### src/rtl/hci_pkg.sv
// Package for the HSV colour interpolator: shared types and constants.
package hci_pkg;

   localparam int CH_W = 8;
   localparam int BLEND_W = 9;
   localparam int H6_W = 11;
   localparam logic [BLEND_W-1:0] BLEND_ONE = 9'd256;
   localparam int QDEPTH = 2;
   localparam int QPTR_W = 1;

   typedef struct packed {
      logic [CH_W-1:0] mx;
      logic [CH_W-1:0] d;
      logic [H6_W-1:0] h6;
   } hci_color_type;

   typedef struct packed {
      hci_color_type color_a;
      hci_color_type color_b;
      logic [BLEND_W-1:0] t;
   } hci_item_type;

   typedef struct packed {
      logic valid;
      hci_item_type item;
   } hci_qport_type;

   typedef enum logic [2:0] {
      SEC_RED_YEL = 3'd0,
      SEC_YEL_GRN = 3'd1,
      SEC_GRN_CYN = 3'd2,
      SEC_CYN_BLU = 3'd3,
      SEC_BLU_MAG = 3'd4,
      SEC_MAG_RED = 3'd5
   } hci_sector_type;

endpackage

### src/rtl/hci_front.sv
// Front end: per-colour max, delta and hue sixth, blend amount saturation.
module hci_front (
   input  logic [7:0] from_red,
   input  logic [7:0] from_green,
   input  logic [7:0] from_blue,
   input  logic [7:0] to_red,
   input  logic [7:0] to_green,
   input  logic [7:0] to_blue,
   input  logic [8:0] blend_amount,
   output hci_pkg::hci_item_type item
);

   function automatic hci_pkg::hci_color_type classify(input logic [7:0] r,
                                                        input logic [7:0] g,
                                                        input logic [7:0] b);
      hci_pkg::hci_color_type c;
      logic [7:0] mx;
      logic [7:0] mn;
      logic [10:0] d6;
      mx = r;
      mn = r;
      if (g > mx) mx = g;
      if (b > mx) mx = b;
      if (g < mn) mn = g;
      if (b < mn) mn = b;
      c.mx = mx;
      c.d = mx - mn;
      d6 = 11'(c.d) * 11'd6;
      if (mx == r) begin
         if (g >= b) begin
            c.h6 = 11'(g) - 11'(b);
         end else begin
            c.h6 = d6 - (11'(b) - 11'(g));
         end
      end else if (mx == g) begin
         c.h6 = (11'(c.d) << 1) + 11'(b) - 11'(r);
      end else begin
         c.h6 = (11'(c.d) << 2) + 11'(r) - 11'(g);
      end
      return c;
   endfunction

   always_comb begin
      item.color_a = classify(from_red, from_green, from_blue);
      item.color_b = classify(to_red, to_green, to_blue);
      item.t = (blend_amount > hci_pkg::BLEND_ONE) ? hci_pkg::BLEND_ONE : blend_amount;
   end

endmodule

### config.mk
export PLATFORM = sky130hd
export DESIGN_NAME = hci_front
export DESIGN_NICKNAME = d
export VERILOG_FILES = /design/src/rtl/hci_pkg.sv /design/src/rtl/hci_front.sv
export SDC_FILE = /design/constraint.sdc
export NUM_CORES = 1
export LEC_CHECK = 0
export BUFFER_PORTS_ARGS = -buffer_cell sky130_fd_sc_hd__buf_2
export CAP_MARGIN = 40
export CORE_MARGIN = 2
export CORE_UTILIZATION = 56
export DETAILED_ROUTE_END_ITERATION = 6
export PLACE_DENSITY = 0.79
export SETUP_SLACK_MARGIN = 0.15
export SLEW_MARGIN = 20
export SYNTH_ARGS = -nofsm -noshare
export SYNTH_HDL_FRONTEND = slang
export SYNTH_SLANG_ARGS = --single-unit
### constraint.sdc
create_clock -name vclk -period 10.1
set_clock_uncertainty 0.1 [all_clocks]
set_input_delay 0.505 -clock vclk [all_inputs]
set_output_delay 0.505 -clock vclk [all_outputs]
set_load 0.01 [all_outputs]
==> impl_metrics.tcl <==
set metrics [dict create \
    final.setup.tns_ns 0 \
    dpl-instance-area_um2 9980 \
    drive_above_1_share 0.141 \
    fin_nets 1596 \
    ff_latch_area_um2 0 \
    yosysTopAreaCell "ha_1" \
    timing.final.crit_share 0.939 \
    grt_first_pass_wirelength_um 45500 \
    hpwl_um 24000 \
    avgViaCountPerCell 6.04 \
    grt_max_degree 24 \
    core_area_um2 15900 \
    final_cell_area_um2 10000 \
    synth_cells 1231 \
    final_cells 1553 \
    diodes 0 \
    dieWidth_um 132 \
    initial_utilization 0.574 \
    critPathMaxStageDelay_ns 0.47 \
    arrival_ns 8.88 \
    drtIter0Drc 681 \
    area_delta_synth_final_pct 9.97 \
    rows 46 \
    cts_resized 0 \
    worst-endpoint-required_ns 9.50 \
    die_h_um 132 \
    die_area_um2 17300 \
    first_pass_iters 6 \
    start_kind "input port" \
    fmax_mhz 105 \
    final_core_util 0.632 \
    gp_congestion 0.992 \
    outcome "complete, no violations" \
    critical_path.max_fanout 10 \
    clock_buffers 0 \
    period_minus_slack_ns 9.48 \
    synth_cell_types 94 \
    overflow 0 \
    netlist_top_cells_area "ha_1, fa_1, xnor2_1, inv_1, a21oi_1" \
    seq_area_frac_synth 0 \
    critical_path_class "in2out" \
    postCtsHoldBufs 0 \
    boundaryPins 120 \
    end_kind "primary output" \
    setup_viol 0 \
    ys.warnings.count 0 \
    dp_cells 1552 \
    io_buffer_count 120 \
    routed_wl_um 28000 \
    wl_per_cell_um 18.0 \
    grt_util_all_layers 0.315 \
    flops_and_latches 0 \
    cp_top_family "compound AO/OA/AOI/OAI gates" \
    max_slew_margin 0.486 \
    ant_nets 0 \
    avgSynthCellArea_um2 7.41 \
    worstMarginPinSlew_ns 0.771 \
    cts_setup_buffers 0 \
    drv_slew 0 \
    hold_violations 0 \
    rsz0062_at_grt "true" \
    yosysTopAreaCellShare 0.219 \
    cp_slowest_cell "fa_1" \
    cp_num_buf_inv 6 \
    synth_fp_nets 1488 \
    grt_pass1_vias 9258 \
    syn_area_um2 9120 \
    drc_errors 0 \
    hold_class "in2out" \
    antenna_found_initial 0 \
    maxCapViolations 0 \
    vias 9376 \
]
area by class of cell:
class	instances	area [um2]
Multi-Input combinational cell	1035	8420
Tap cell	216	270
Inverter	166	623
Timing Repair Buffer	136	724
Fill cell	1473	5850
logic make-up (layout without fill, tap and decap cells):
logic type / count (synthesis) / after routing / share of synthesized area
buf+inv: 196 / 302 / 0.0824
mux: 30 / 30 / 0.0357
fa+ha+maj: 203 / 203 / 0.311
compound gates: 387 / 387 / 0.287
simple gates: 296 / 296 / 0.164
xor+xnor: 119 / 119 / 0.121
final timing paths:
path,from,end,slack [ns],cells after the start
worst min-delay path,blend_amount[8],item[8],1.21,2
worst max-delay path,from_red[1],item[46],0.62,38
stage by stage:
step	worst slack, ns	hold slack [ns]
after floorplan	1.53	0.956
after global placement	0.481	1.20
after detailed placement	0.395	1.21
after CTS	0.327	1.21
after global routing	0.0844	1.22
final	0.618	1.21
per-layer routing:
metal	vias to the layer above	global-route usage	share of wire
met1	4313	0.369	0.40
met5	-	0	0
li1	4565	-	-
met3	95	0.0251	0.057
met2	403	0.578	0.49
met4	0	0.152	0.050
placed cells by master (no fill, tap or decap), types with 6 or more instances in the layout:
cell,instances
nor2b_1,27
a311oi_1,6
nor3_1,24
o31ai_1,6
nor4_1,8
buf_2,120
xor2_1,23
o21bai_1,29
fa_1,40
buf_4,15
and2_1,11
a211oi_1,12
a21oi_1,116
inv_1,163
ha_1,160
o21ai_1,13
mux2_2,6
o21a_1,9
nor2_1,95
a21o_1,39
a31oi_1,7
xnor2_1,90
o21ai_0,70
nand2b_1,10
nand4_1,15
nand3_1,15
nand2_1,51
mux2i_1,21
or3_1,7
o211ai_1,9
Yosys cell counts, types with 10 or more instances:
master and count:
nor2b_1 27, o21ai_1 13, ha_1 160, nor2_1 95, and2_1 11, nand2b_1 10
mux2i_1 22, nand3_1 15, a211oi_1 12, xor2_1 24, fa_1 40, o21ai_0 70
a21o_1 39, xnor2_1 90, inv_1 163, clkbuf_1 26, nand4_1 15, nand2_1 51
nor3_1 24, o21bai_1 29, a21oi_1 117
Power is not shown: default switching activity piles up to over one toggle a cycle in this logic, so the estimate is an artifact.
