--- config.mk ---
export PLATFORM = sky130hd
export DESIGN_NAME = hci_queue
export DESIGN_NICKNAME = d
export VERILOG_FILES = /design/src/rtl/hci_pkg.sv /design/src/rtl/hci_queue.sv
export SDC_FILE = /design/constraint.sdc
export NUM_CORES = 1
export LEC_CHECK = 0
export BUFFER_PORTS_ARGS = -buffer_cell sky130_fd_sc_hd__buf_4
export CAP_MARGIN = 30
export CELL_PAD_IN_SITES_DETAIL_PLACEMENT = 1
export CELL_PAD_IN_SITES_GLOBAL_PLACEMENT = 1
export CORE_MARGIN = 2
export CORE_UTILIZATION = 45
export CTS_CLUSTER_DIAMETER = 60
export DETAILED_ROUTE_END_ITERATION = 6
export PLACE_DENSITY_LB_ADDON = 0.1
export SYNTH_ARGS = -nofsm -noshare
export SYNTH_HDL_FRONTEND = slang
export SYNTH_SLANG_ARGS = --single-unit
--- constraint.sdc ---
create_clock -name clock -period 5.2 [get_ports clock]
set_input_delay 0.78 -clock clock [delete_from_list [all_inputs] [get_ports clock]]
set_output_delay 0.78 -clock clock [all_outputs]
set_load 0.005 [all_outputs]
--- src/rtl/hci_pkg.sv ---
// Package for the HSV colour interpolator: shared types and constants.
package hci_pkg;

   localparam int CH_W = 8;
   localparam int BLEND_W = 9;
   localparam int H6_W = 11;
   localparam logic [BLEND_W-1:0] BLEND_ONE = 9'd256;
   localparam int QDEPTH = 2;
   localparam int QPTR_W = 1;

   typedef struct packed {
      logic [CH_W-1:0] mx;
      logic [CH_W-1:0] d;
      logic [H6_W-1:0] h6;
   } hci_color_type;

   typedef struct packed {
      hci_color_type color_a;
      hci_color_type color_b;
      logic [BLEND_W-1:0] t;
   } hci_item_type;

   typedef struct packed {
      logic valid;
      hci_item_type item;
   } hci_qport_type;

   typedef enum logic [2:0] {
      SEC_RED_YEL = 3'd0,
      SEC_YEL_GRN = 3'd1,
      SEC_GRN_CYN = 3'd2,
      SEC_CYN_BLU = 3'd3,
      SEC_BLU_MAG = 3'd4,
      SEC_MAG_RED = 3'd5
   } hci_sector_type;

endpackage

--- src/rtl/hci_queue.sv ---
// Two-entry queue decoupling the front end from the arithmetic back end.
module hci_queue (
   input  logic                   clock,
   input  logic                   reset,
   input  logic                   push,
   input  hci_pkg::hci_item_type  wr_item,
   output logic                   full,
   input  logic                   pop,
   output hci_pkg::hci_qport_type rd_port
);

   hci_pkg::hci_item_type mem_ff [hci_pkg::QDEPTH];
   logic [hci_pkg::QPTR_W-1:0] wr_ptr_ff, wr_ptr_in;
   logic [hci_pkg::QPTR_W-1:0] rd_ptr_ff, rd_ptr_in;
   logic [hci_pkg::QPTR_W:0] cnt_ff, cnt_in;
   logic do_push, do_pop;

   assign full = (cnt_ff == (hci_pkg::QPTR_W+1)'(hci_pkg::QDEPTH));
   assign do_push = push && !full;
   assign do_pop = pop && (cnt_ff != '0);
   assign rd_port.valid = (cnt_ff != '0);
   assign rd_port.item = mem_ff[rd_ptr_ff];

   always_comb begin
      wr_ptr_in = do_push ? wr_ptr_ff + 1'b1 : wr_ptr_ff;
      rd_ptr_in = do_pop ? rd_ptr_ff + 1'b1 : rd_ptr_ff;
      cnt_in = cnt_ff;
      if (do_push && !do_pop) cnt_in = cnt_ff + 1'b1;
      if (do_pop && !do_push) cnt_in = cnt_ff - 1'b1;
   end

   always_ff @(posedge clock) begin
      if (reset) begin
         wr_ptr_ff <= '0;
         rd_ptr_ff <= '0;
         cnt_ff <= '0;
      end else begin
         wr_ptr_ff <= wr_ptr_in;
         rd_ptr_ff <= rd_ptr_in;
         cnt_ff <= cnt_in;
      end
      if (do_push) mem_ff[wr_ptr_ff] <= wr_item;
   end

endmodule

==> summary.md <==
| Metric | Value |
|---|---|
| Largest net degree at the start of global routing | 37 |
| Ant diodes | 0 |
| Remaining DRCs | 0 |
| Gr usage total | between 15 and 20% |
| Switch share | 24.4% |
| CTS clk-pin slew, worst paths | 0.06 ns |
| Leading area contributor after synthesis | edfxtp_1 |
| Slew @ Worst Pin | roughly 0.89 ns |
| Crit path kind | reg -> out |
| Worst VDD drop | 0.260 mV |
| CP most frequent cell | buf_4 |
| Initial antenna violation count | 0 |
| Detailed placer's ending HPWL | between 6000 and 7000 um |
| Pint | approximately 2.5 mW |
| Grt ovf | 0 |
| Worst skew pair latency | approximately 0.51 ns |
| R2R depth | 5 |
| Setup Skew | 0.00386 ns |
| Max clock buf depth | 2 |
| Type of origin of the critical path | register |
| Post-synth EDFFs | between 100 and 150 |
| Row count | 37 |
| CP Data Arrival Time | roughly 2.5 ns |
| Max-cap violation count | 0 |
| Synth top area cells | edfxtp_1, mux2_2, dfxtp_1 |
| I/O Buffers | 131 |
| CTS-repair resized insts | 0 |
| Status | finished clean |
| Leak | 2.41 nW |
| Unique masters post-synth | 18 |
| H-tree Lvls | 4 |
| Root Buffer | clkbuf_8 |
| Final setup violation count | 0 |
| Hold Vio Cnt, Final | 0 |
| Slew margin rel. | between 40% and 50% |
| Mapped Nets | 290 |
| Post-route setup slack | between 1.5 and 2 ns |
| Drt first pass iters | 4 |
| Top cell type's share of synthesized area | around four fifths |
| FILL cells | approximately 940 |
| First-pass GRT wire length | between 10000 and 15000 um |
| Syn Area/Cell | roughly 21 sq um |
| Slowest cell delay on critical path | about 0.9 ns |
| Clk pwr share | between 30% and 40% |
| Power per Cell Area | approximately 500 mW/mm^2 |
| Num ports | roughly 130 |
| Asr flop ratio synth | 0% |
| Final instance area | around 0.0064 sq mm |
| Total Neg Setup Slack | 0 ns |
| Worst EP required | 4.42 ns |
| Seq cells post-synth | approximately 130 |
| Final Critical Period | ~3.2 ns |
| Yosys warning count | 0 |
| Flop pwr share | a little over two fifths |
| Net Switching | 0.789 mW |
| Sink Count | roughly 130 |
| Critical path endpoint category | output port |
| DR WL/cell | between 15 and 20 um |
| Hold-fix buffers, CTS | 0 |
| Gate power share | 23.2% |
| Max-slew violations | 0 |
| Crit path cell chain | buf_4 -> mux2_2 -> buf_4 |
| Final net count | about 440 |
| Final Wtd Congestion | ~0.70 |
| Storage cell area | approximately 0.0039 sq mm |
| WHS | roughly 0.45 ns |
| Multi-input logic area | 826 sq um |
| Core ar. | 0.0103 sq mm |
| Area of the die | 0.0114 sq mm |
| DP Worst Slack | 2.41 ns |
| Drt initial violations | 86 |
| Chip Width | between 100 and 150 um |
| Drt total wl | 9230 um |
| Dominant cell by count in the synthesized netlist | edfxtp_1 |
| Post-CTS Setup Inserts | 0 |
| Synth Instances | between 200 and 250 |
| Placed cell area | slightly below 0.006 sq mm |
| Die Y-Extent | about 110 um |
| Post-route ant nets | 0 |
| Peak Freq | 0.309 GHz |
| HP Class | in -> reg |
| Vias per inst | ~4.8 |
| Most instantiated cells after synthesis | edfxtp_1, mux2_2, buf_2, dfxtp_1, nor2_1 |
| Via count | between 2000 and 2500 |
| Area Overhead vs Synth | 35.3% |
| Dominant synthesized flop cell | edfxtp_1 |
| Ratio of cells with drive above 1 in the final layout | about three fifths |
| RSZ-0062 raised after global routing | false |
| Final period utilization | between 60% and 70% |
| Register area share after synthesis | approximately four fifths |
| Initial core utilization | between 40% and 50% |
| Hold path depth | 1 |
| Mapped Area | between 0.004 and 0.005 sq mm |
| Crit Path Max Fanout | 35 |
| TritonCTS clock tree | yes |
| TritonCTS buffer count | 17 |
| Worst path slowest cell | dfxtp_2 |
| Number of global-route vias before repair | around 2700 |
## cell usage in the layout, fill, tap and decap left out, types with 3 or more instances in the layout
cell        count
mux2_2         63
nor2_1          3
dfxtp_1         4
clkinvlp_4      4
clkinv_1        5
clkbuf_16      16
buf_4         134
edfxtp_1      126
## power by group through the flow
stage	Sequential (mW)	Combinational, mW	Clock (mW)
after floorplan	1.39	0.413	0
after global placement	1.43	0.759	0
after detailed placement	1.44	0.767	0
after CTS	1.42	0.774	1.10
after global routing	1.44	0.817	1.13
final	1.42	0.751	1.07
## cell type report
type | count | share of cell area [%]
clock buffers | 18 | 6.49
inverters | 3 | 0.175
multi-input cells | 81 | 12.8
well taps | 136 | 2.64
repair buffers | 134 | 15.6
flip-flops and latches | 131 | 60.4
clock inverters | 13 | 1.85
## state kept, by name, indices dropped and copies added, names as in the netlist, named ones only
register and count:
cnt_ff 2, wr_ptr_ff 1, rd_ptr_ff 1, mem_ff 126
## logic make-up after synthesis
group / count (synthesis) / share of synthesized area (%)
AND/OR/NAND/NOR: 9 / 1.03
AO/OA/AOI/OAI: 5 / 0.579
buffers and inverters: 10 / 0.974
multiplexers: 63 / 14.9
flip-flops: 131 / 81.7
adder cells (fa/ha/maj): 1 / 0.263
XOR/XNOR: 3 / 0.553
## worst max-delay path, delay by kind of cell, from the launching register on
family                 cells  cell delay (ns)
buffers and inverters      2             0.64
multiplexers               1             0.41
flip-flops                 1             0.88
## final timing paths
path	startpoint	endpoint	slack, ns
min reg2reg	wr_ptr_ff	wr_ptr_ff	0.50
max reg2reg	cnt_ff[0]	mem_ff[0][1]	2.77
min	wr_item[52]	mem_ff[0][52]	0.45
max	register	rd_port[31]	1.97
## stage by stage
| step | util [%] | std cells | power (mW) |
|---|---|---|---|
| final | 62.6 | 516 | 3.24 |
| after global routing | 62.6 | 516 | 3.39 |
| after CTS | 62.6 | 516 | 3.29 |
| after detailed placement | 57.4 | 485 | 2.21 |
| after global placement | 57.4 | 485 | 2.19 |
| after floorplan | - | 222 | 1.80 |
## metal layers
layer  GRT usage [%]  wire length [um]  vias up
met2            28.7              4760       89
met1            20.0              3670     1221
met3            6.26               608       17
met5               0                 0        -
li1                -                 -     1166
met4            9.00               196        0
(Power assumes the default switching activity.)
